===== config.mk =====
export PLATFORM = sky130hd
export DESIGN_NAME = tape_block_framer
export DESIGN_NICKNAME = d
export VERILOG_FILES = /design/src/tbf_pkg.sv /design/src/tape_block_framer.sv
export VERILOG_INCLUDE_DIRS = /design/src /design/src/src
export SDC_FILE = /design/constraint.sdc
export NUM_CORES = 1
export LEC_CHECK = 0
export BUFFER_PORTS_ARGS = -buffer_cell sky130_fd_sc_hd__buf_2
export CORE_MARGIN = 10
export CORE_UTILIZATION = 35
export CTS_CLUSTER_DIAMETER = 80
export DETAILED_ROUTE_END_ITERATION = 7
export GPL_TIMING_DRIVEN = 0
export PLACE_DENSITY = 0.59
export SYNTH_ARGS = -nofsm -noshare
export SYNTH_HDL_FRONTEND = slang
export SYNTH_SLANG_ARGS = --single-unit

===== constraint.sdc =====
create_clock -name clk_i -period 3.1 [get_ports clk_i]
set_clock_uncertainty 0.15 [all_clocks]
set_input_delay 0.155 -clock clk_i [delete_from_list [all_inputs] [get_ports clk_i]]
set_output_delay 0.155 -clock clk_i [all_outputs]
set_load 0.01 [all_outputs]

===== src/tape_block_framer_assert.svh =====
// assertion macros for the tape block framer
// clocked on clk_i, disabled while rst_ni is low
`ifndef TAPE_BLOCK_FRAMER_ASSERT_SVH
`define TAPE_BLOCK_FRAMER_ASSERT_SVH

// property must hold at every edge
`define TBF_ASSERT(label, prop, msg) \
  label: assert property (@(posedge clk_i) disable iff (!rst_ni) prop) else $error(msg);

// condition must never be seen
`define TBF_ASSERT_NEVER(label, cond, msg) \
  label: assert property (@(posedge clk_i) disable iff (!rst_ni) !(cond)) else $error(msg);

`endif


===== src/tbf_pkg.sv =====
`default_nettype none

package tbf_pkg;

  // payload bytes per tape block
  localparam int unsigned TBF_PAYLOAD_BYTES = 32;

  // address word of the header block
  localparam logic [15:0] TBF_HDR_ADDR = 16'h00E0;

endpackage

`default_nettype wire


===== src/tape_block_framer.sv =====
// the input word is held in an item register, and each result word leaves through the output register
// throughput: one output word per cycle unless the output stalls; a word opening a block gives 3 results,
// a word filling a block gives 3, a final word before a full block gives
// 3 + pad count (2 more when that word also opens the block), all others give 1,
// so the output port sets the pace
// reset: asynchronous active low, clears all framing state to a new header block
`default_nettype none

module tape_block_framer
  import tbf_pkg::*;
#(
  parameter int unsigned PayloadBytes = TBF_PAYLOAD_BYTES
) (
  input  wire logic       clk_i,
  input  wire logic       rst_ni,
  // image word input
  input  wire logic       in_valid_i,
  output logic            in_stall_o,
  input  wire logic [7:0] data_byte_i,
  input  wire logic       is_last_i,
  // framed word output
  output logic            out_valid_o,
  input  wire logic       out_stall_i,
  output logic [7:0]      out_byte_o,
  output logic            block_end_o,
  output logic            run_last_o,
  output logic            stream_end_o
);

  `include "tape_block_framer_assert.svh"

  localparam int unsigned PosW = $clog2(PayloadBytes);
  localparam logic [PosW-1:0] PosMax = PosW'(PayloadBytes - 1);
  localparam logic [15:0] AddrStep = 16'(PayloadBytes);

  // emit sequencer codes
  localparam logic [2:0] PH_START   = 3'd0;
  localparam logic [2:0] PH_ADDR_LO = 3'd1;
  localparam logic [2:0] PH_ADDR_HI = 3'd2;
  localparam logic [2:0] PH_DATA    = 3'd3;
  localparam logic [2:0] PH_PAD     = 3'd4;
  localparam logic [2:0] PH_CKS_LO  = 3'd5;
  localparam logic [2:0] PH_CKS_HI  = 3'd6;

  // framing state
  logic [PosW-1:0] pos_q, pos_d;
  logic            hdr_q, hdr_d;
  logic [15:0]     load_q, load_d;
  logic [15:0]     nxt_q, nxt_d;
  logic [15:0]     sum_q, sum_d;

  // held input word and its place in the emit sequence
  logic       item_vld_q, item_vld_d;
  logic [7:0] item_byte_q, item_byte_d;
  logic       item_last_q, item_last_d;
  logic [2:0] phase_q, phase_d;

  // output register
  logic       out_vld_q, out_vld_d;
  logic [7:0] obyte_q, obyte_d;
  logic       bend_q, bend_d;
  logic       rlast_q, rlast_d;
  logic       send_q, send_d;

  logic [2:0]  ph;
  logic [2:0]  ph_next;
  logic        emit;
  logic        final_w;
  logic        take;
  logic [15:0] blk_addr;

  // one result word per cycle whenever the output register frees up
  assign emit = item_vld_q && (!out_vld_q || !out_stall_i);
  // input stalls only while the held word still has results to go
  assign in_stall_o = item_vld_q && !(emit && final_w);
  assign take = in_valid_i && !in_stall_o;

  assign blk_addr = hdr_q ? TBF_HDR_ADDR : nxt_q;

  // a new word opens a block with the address, otherwise goes straight to data
  always_comb begin
    ph = phase_q;
    if (phase_q == PH_START) begin
      ph = (pos_q == '0) ? PH_ADDR_LO : PH_DATA;
    end
  end

  always_comb begin
    pos_d   = pos_q;
    hdr_d   = hdr_q;
    load_d  = load_q;
    nxt_d   = nxt_q;
    sum_d   = sum_q;
    ph_next = ph;
    final_w = 1'b0;
    obyte_d = obyte_q;
    bend_d  = bend_q;
    rlast_d = rlast_q;
    send_d  = send_q;

    case (ph)
      PH_ADDR_LO: begin
        obyte_d = blk_addr[7:0];
        sum_d   = blk_addr;
        ph_next = PH_ADDR_HI;
      end
      PH_ADDR_HI: begin
        obyte_d = blk_addr[15:8];
        ph_next = PH_DATA;
      end
      PH_DATA: begin
        obyte_d = item_byte_q;
        // load address sits in the first two header bytes
        if (hdr_q && pos_q == '0) begin
          load_d[7:0] = item_byte_q;
        end else if (hdr_q && pos_q == PosW'(1)) begin
          load_d[15:8] = item_byte_q;
        end
        sum_d = pos_q[0] ? sum_q + {item_byte_q, 8'h00} : sum_q + {8'h00, item_byte_q};
        pos_d = pos_q + PosW'(1);
        if (pos_q == PosMax) begin
          ph_next = PH_CKS_LO;
        end else if (item_last_q) begin
          ph_next = PH_PAD;
        end else begin
          final_w = 1'b1;
        end
      end
      PH_PAD: begin
        // zero fill of a short final block
        obyte_d = 8'h00;
        pos_d   = pos_q + PosW'(1);
        if (pos_q == PosMax) begin
          ph_next = PH_CKS_LO;
        end
      end
      PH_CKS_LO: begin
        obyte_d = sum_q[7:0];
        ph_next = PH_CKS_HI;
      end
      PH_CKS_HI: begin
        obyte_d = sum_q[15:8];
        final_w = 1'b1;
        pos_d   = '0;
        sum_d   = '0;
        if (hdr_q) begin
          hdr_d = 1'b0;
          nxt_d = load_q;
        end else begin
          nxt_d = nxt_q + AddrStep;
        end
        // end of image, back to a fresh header block
        if (item_last_q) begin
          hdr_d  = 1'b1;
          load_d = '0;
          nxt_d  = '0;
        end
      end
      default: begin
        ph_next = PH_START;
      end
    endcase

    bend_d  = (ph == PH_CKS_HI);
    send_d  = (ph == PH_CKS_HI) && item_last_q;
    rlast_d = final_w;

    // hold everything unless a word really goes out this cycle
    if (!emit) begin
      pos_d   = pos_q;
      hdr_d   = hdr_q;
      load_d  = load_q;
      nxt_d   = nxt_q;
      sum_d   = sum_q;
      obyte_d = obyte_q;
      bend_d  = bend_q;
      rlast_d = rlast_q;
      send_d  = send_q;
    end
  end

  always_comb begin
    item_vld_d  = item_vld_q;
    item_byte_d = item_byte_q;
    item_last_d = item_last_q;
    phase_d     = phase_q;
    if (take) begin
      item_vld_d  = 1'b1;
      item_byte_d = data_byte_i;
      item_last_d = is_last_i;
      phase_d     = PH_START;
    end else if (emit && final_w) begin
      item_vld_d = 1'b0;
      phase_d    = PH_START;
    end else if (emit) begin
      phase_d = ph_next;
    end
  end

  always_comb begin
    out_vld_d = out_vld_q;
    if (emit) begin
      out_vld_d = 1'b1;
    end else if (!out_stall_i) begin
      out_vld_d = 1'b0;
    end
  end

  always_ff @(posedge clk_i or negedge rst_ni) begin
    if (!rst_ni) begin
      pos_q      <= '0;
      hdr_q      <= 1'b1;
      load_q     <= '0;
      nxt_q      <= '0;
      sum_q      <= '0;
      item_vld_q <= 1'b0;
      phase_q    <= PH_START;
      out_vld_q  <= 1'b0;
    end else begin
      pos_q      <= pos_d;
      hdr_q      <= hdr_d;
      load_q     <= load_d;
      nxt_q      <= nxt_d;
      sum_q      <= sum_d;
      item_vld_q <= item_vld_d;
      phase_q    <= phase_d;
      out_vld_q  <= out_vld_d;
    end
  end

  // payload registers
  always_ff @(posedge clk_i) begin
    item_byte_q <= item_byte_d;
    item_last_q <= item_last_d;
    obyte_q     <= obyte_d;
    bend_q      <= bend_d;
    rlast_q     <= rlast_d;
    send_q      <= send_d;
  end

  assign out_valid_o  = out_vld_q;
  assign out_byte_o   = obyte_q;
  assign block_end_o  = bend_q;
  assign run_last_o   = rlast_q;
  assign stream_end_o = send_q;

  `TBF_ASSERT(a_bend_ends_run, out_vld_q && bend_q |-> rlast_q, "block end without run end")
  `TBF_ASSERT(a_send_is_bend, out_vld_q && send_q |-> bend_q, "stream end off a block end")
  `TBF_ASSERT_NEVER(a_pad_not_last, item_vld_q && phase_q == PH_PAD && !item_last_q, "padding inside an image")
  `TBF_ASSERT(a_reset_after_end, emit && ph == PH_CKS_HI && item_last_q |=> hdr_q && pos_q == '0 && sum_q == '0, "no return to header block after image end")

endmodule

`default_nettype wire


== Word level (Yosys, flattened, before mapping) ==
Cells that the tools add are included.
Storage, ports and cells
  bits in read-only memories: 0
  bits in registers: 79
  bits in latches: 0
  RAM bits: 0
  memories: 0
  input port bits: 13
  output and inout port bits: 13
  word-level logic and storage cells: 88
Cells by class
  reduce and logical (&&, ||, !) cells: 27
  multiplexer cells: 29
  multiply operators: 0
  equality and inequality tests: 13
  $lt $le $gt $ge: 0
  bitwise operators: 0
  shifts and indexed selects: 0
  div/mod/pow operators: 0
  add/subtract/negate cells: 4
Operators with widths (number)
  16-bit 2-to-1 mux: 5
  16-bit case mux with 3 select lines: 1
  8-bit case mux with 6 select lines: 1
  16-bit case mux with 2 select lines: 1
  8-bit 2-to-1 mux: 3
  3-bit 2-to-1 mux: 7
  3-bit case mux with 6 select lines: 1
  16-bit adder: 1
  16-bit by 6-bit adder with 16-bit output, second input constant: 1
  16-bit by 8-bit adder with 16-bit output: 1
  5-bit case mux with 2 select lines: 1
  3-bit equality test, second input constant: 3
  2-bit inequality test, second input constant: 4
  2-bit AND reduction: 4
  1-bit logical AND: 7
  1-bit 2-to-1 mux: 7
  3-bit by 2-bit equality test with 1-bit output, second input constant: 2
  2-bit nonzero test: 3
  3-bit nonzero test: 2
  6-bit nonzero test: 1
  5-bit by 1-bit adder with 5-bit output, second input constant: 1
  5-bit by 1-bit equality test with 1-bit output, second input constant: 1
  5-bit equality test, second input constant: 1
  5-bit logical NOT: 1
  other kinds (10): 13

== Longest topological paths before layout ==
  depth after elaboration: 11
  gate-level depth with buffers: 12
  mapped depth without buffers: 12

== Worst setup path after synthesis ==
No wires, ideal clock.
  kind: reg-to-reg
  from: register pos_q[0]
  to: register obyte_q[0], in the netlist out_byte_o[0], enable pin
  data required time: 2.580 ns
  setup time: 0.370 ns
  stages on the path, launching flop included: 11
  slack: 0.311 ns
  clock period less this slack: 2.789 ns
  arrival: 2.268 ns
  buffers on the path: 0
  cell sequence: dfrtp_1 -> inv_1 -> ha_1 -> nor4b_4 -> nor3_1 -> nor2_1 -> ha_1 -> nor2_1 -> a31oi_1 -> nor2_1 -> nor2_1
Between the ends
  word-level cells in the longest chain between the ends: 6
  elaborated cells between the ends (all ways): 11
  classes of those cells: 6 x eq/ne; 2 x mux; 3 x reduce/logical
Ends and longest elaborated chain
  start: declaration: RTL line tape_block_framer.sv:46  | logic [PosW-1:0] pos_q, pos_d;
  start signal: assignment: RTL line tape_block_framer.sv:220  | pos_q <= pos_d;
  5-bit logical NOT (*): RTL line tape_block_framer.sv:84  | ph = (pos_q == '0) ? PH_ADDR_LO : PH_DATA;
  2-bit 2-to-1 mux (*): RTL line tape_block_framer.sv:84
  3-bit 2-to-1 mux (*): RTL line tape_block_framer.sv:83  | if (phase_q == PH_START) begin
  3-bit equality test, or another cell as far along: RTL line tape_block_framer.sv:101  | case (ph)
  6-bit nonzero test (no source line) (*)
  2-bit AND reduction (no source line) (*)
  end signal: assignment: RTL line tape_block_framer.sv:235  | obyte_q <= obyte_d;
  end: declaration: RTL line tape_block_framer.sv:60  | logic [7:0] obyte_q, obyte_d;
Every way passes the cells marked *; elsewhere a longest branch is shown, timed or not.
A chain may end at the register's enable or synchronous reset.

== Worst setup path after layout ==
Ends and elaborated chain as after synthesis.

==> impl_metrics.ini <==
[global_routing]
grt_pass1_wl_um = 24000
antenna_found_initial = 0
gr-total-overflow = 0
grt_pass1_vias = 4343
grt_max_degree = 60
grt.total_usage = 0.151

[placed_design]
port_buffers = 25
place_ws_ps = -597
finalWeightedCongestion = 0.943
placed_cells = 730
place_hpwl_um = 10800

[floorplanning]
core_um2 = 14000
die-area_um2 = 19700
rows = 43
io_pins = 26
die_x_um = 140
die_h_um = 140
start_util = 0.361

[cells_and_area]
final_common_cell = dfrtp_1
drive_gt1_frac = 0.169
area_delta_synth_final_pct = 15.7
regArea_um2 = 2080
diodes = 0
fill_cells = 1333
fin_cells = 759
multi_input_area_um2 = 2800
nNetsFinal = 610
layout_common_cells = dfrtp_1, nand2_1, nor2_1, buf_2, a21oi_1

[clock_tree]
cts_tree = built
root_buffer = clkbuf_16
worst_skew_pair.late_latency_ps = 350
clock_path_buffers = 2
cts_buffers = 9
clkTransAtPathRegs_ps = 60
cts_sinks = 79
cts-htree-levels = 3

[timing]
setup_violations = 0
tightest_slew_ps = 944
hold_viol = 0
fmax_mhz = 338
period_needed_ps = 2960
finalCritPeriodShare = 0.954
slew_headroom = 0.366
slew_violations = 0
timing.final.ws_setup_ps = 143

[yosys]
synth.yosys.seq_area_share = 0.410
synthCells = 525
yosysWarnings = 0
syn_area_um2 = 5070
postSynthNetCount = 561
ys_ff_latch = 79
ys.flop_type = dfrtp_1
synth.distinct_cells = 76
syn_area_per_cell_um2 = 9.66
synth_edf_count = 20
ys_async_sr_fraction = 0.747

[flow_run]
cap_violations = 0

[worst_setup_path]
max_stage_delay_ps = 460
crit_type = register to register
crit_chain = inv_4 > ha_1 > nor4b_4 > nor3_1 > nor2_1 > ha_2 > nor2_1 > a31oi_1 > nor2_1 > nor2_4
path_buf_inv = 1
crit_top_cell = nor2_1
cp_max_fo = 8
cp_top_family = simple AND/OR/NAND/NOR gates
critPathLaunchType = register
crit_arrival_ps = 2830
endpoint_kind = register
worstPathRequired_ps = 2970
slowest_stage = dfrtp_2

[power_and_ir_drop]
peakVddDrop_uv = 348
power_leakage_nw = 2.47
p_int_w = 0.00357
pwr-share-clk = 0.170
finalPower_w = 0.00642
cellPowerDensity_nw_per_um2 = 1090
sw_frac_of_total = 0.444
p_seq_frac = 0.302
combPwrFrac = 0.528
p_sw_w = 0.00285

[drt]
drc = 0
first_iter_violations = 407
drt_wl_total_um = 14800
drt_pass1_iterations = 5
antenna_left = 0
wl_per_cell_um = 19.5
avgViaCountPerCell = 5.78
vias = 4385

[outcome]
status = completed

[min_path]
holdCritPathClass = input pin to async pin
layout make-up:
cell class,count,share of cell area
clock inverter,5,0.00981
tap,180,0.0384
sequential,79,0.354
inverter,20,0.0132
multi-input combinational,398,0.476
timing repair buffer,38,0.0435
clock buffer,11,0.0414
buffer,28,0.0228
cell usage after synthesis, drive strengths merged (6+ instances only):
library cell / instances / area share
inv: 20 / 0.015
o21ai: 42 / 0.041
a21o: 6 / 0.0089
a22oi: 9 / 0.013
nand2: 49 / 0.036
nand3: 14 / 0.016
nor3: 15 / 0.016
a21oi: 36 / 0.037
a211oi: 9 / 0.014
edfxtp: 20 / 0.12
buf: 15 / 0.017
mux2: 19 / 0.054
xnor2: 9 / 0.016
nand4: 6 / 0.0074
dfrtp: 58 / 0.29
a22o: 10 / 0.017
and3: 9 / 0.011
clkbuf: 13 / 0.0096
nand2b: 10 / 0.012
nand3b: 6 / 0.0096
nor2: 38 / 0.030
ha: 21 / 0.052
a31oi: 10 / 0.012
and2: 10 / 0.013
logic make-up (layout without fill, tap and decap cells):
logic type,Yosys count,after routing,synth area share
simple gates,172,172,0.176
compound gates,170,170,0.235
flops,79,79,0.410
buf+inv,48,102,0.0412
fa+ha+maj,23,23,0.0597
mux,20,20,0.0560
xor+xnor,13,13,0.0224
worst register-to-register path, delay by kind of cell (launching register included):
kind	cells	cell delay, ps
buffers and inverters	1	130
and+or+nand+nor	6	1050
adders and majority gates	2	440
DFF	1	460
AOI/OAI and AO/OA	1	390
per-stage QoR:
step | hold slack (ps) | utilization | TNS (ps) | instance area [um^2]
after floorplan | -291 | - | 0 | 5070
final | 290 | 0.418 | 0 | 5870
after CTS | 47.8 | 0.416 | 0 | 5850
after global placement | 182 | 0.386 | -5840 | 5420
after detailed placement | 183 | 0.386 | -5780 | 5420
after global routing | 345 | 0.418 | -203 | 5870
sequential cells by signal, summed over array words and instances (netlist names):
name          cells
load_q           16
nxt_q            16
sum_q            16
item_byte_q       8
out_byte_o        8
pos_q             5
phase_q           3
block_end_o       1
hdr_q             1
item_last_q       1
item_vld_q        1
out_valid_o       1
run_last_o        1
stream_end_o      1
final timing paths:
path                             from       endpoint  slack (ps)  depth (start not counted)
setup / recovery             pos_q[0]  out_byte_o[0]         140                         10
hold / removal                 rst_ni     load_q[15]         290                          2
setup reg to reg             pos_q[0]  out_byte_o[0]         140                         10
hold reg to reg            item_vld_q    out_valid_o         330                          1
max in group asynchronous      rst_ni       pos_q[0]        1950                          2
min in group clk_i         item_vld_q    out_valid_o         330                          1
power by group through the flow:
stage / clock (W) / combinational [W] / sequential [W]
final: 0.00109 / 0.00339 / 0.00194
after global routing: 0.00116 / 0.00373 / 0.00200
after CTS: 0.00111 / 0.00336 / 0.00193
after detailed placement: 0 / 0.00330 / 0.00194
after global placement: 0 / 0.00326 / 0.00193
after floorplan: 0 / 0.00247 / 0.00183
repair_timing:
action / CTS / global route
endpoints found under the setup margin: 14 / 13
setup buffers: 1 / 0
hold buffers: 11 / 1
endpoints found under the hold margin: 11 / 58
gates resized for setup: 3 / 3
per-layer routing:
metal,vias up,track usage,wire [um]
li1,2068,-,-
met1,2174,0.195,6800
met2,131,0.245,7040
met3,12,0.0297,804
met4,0,0.0467,174
met5,-,0,0
Power figures use the tool's default switching activity.
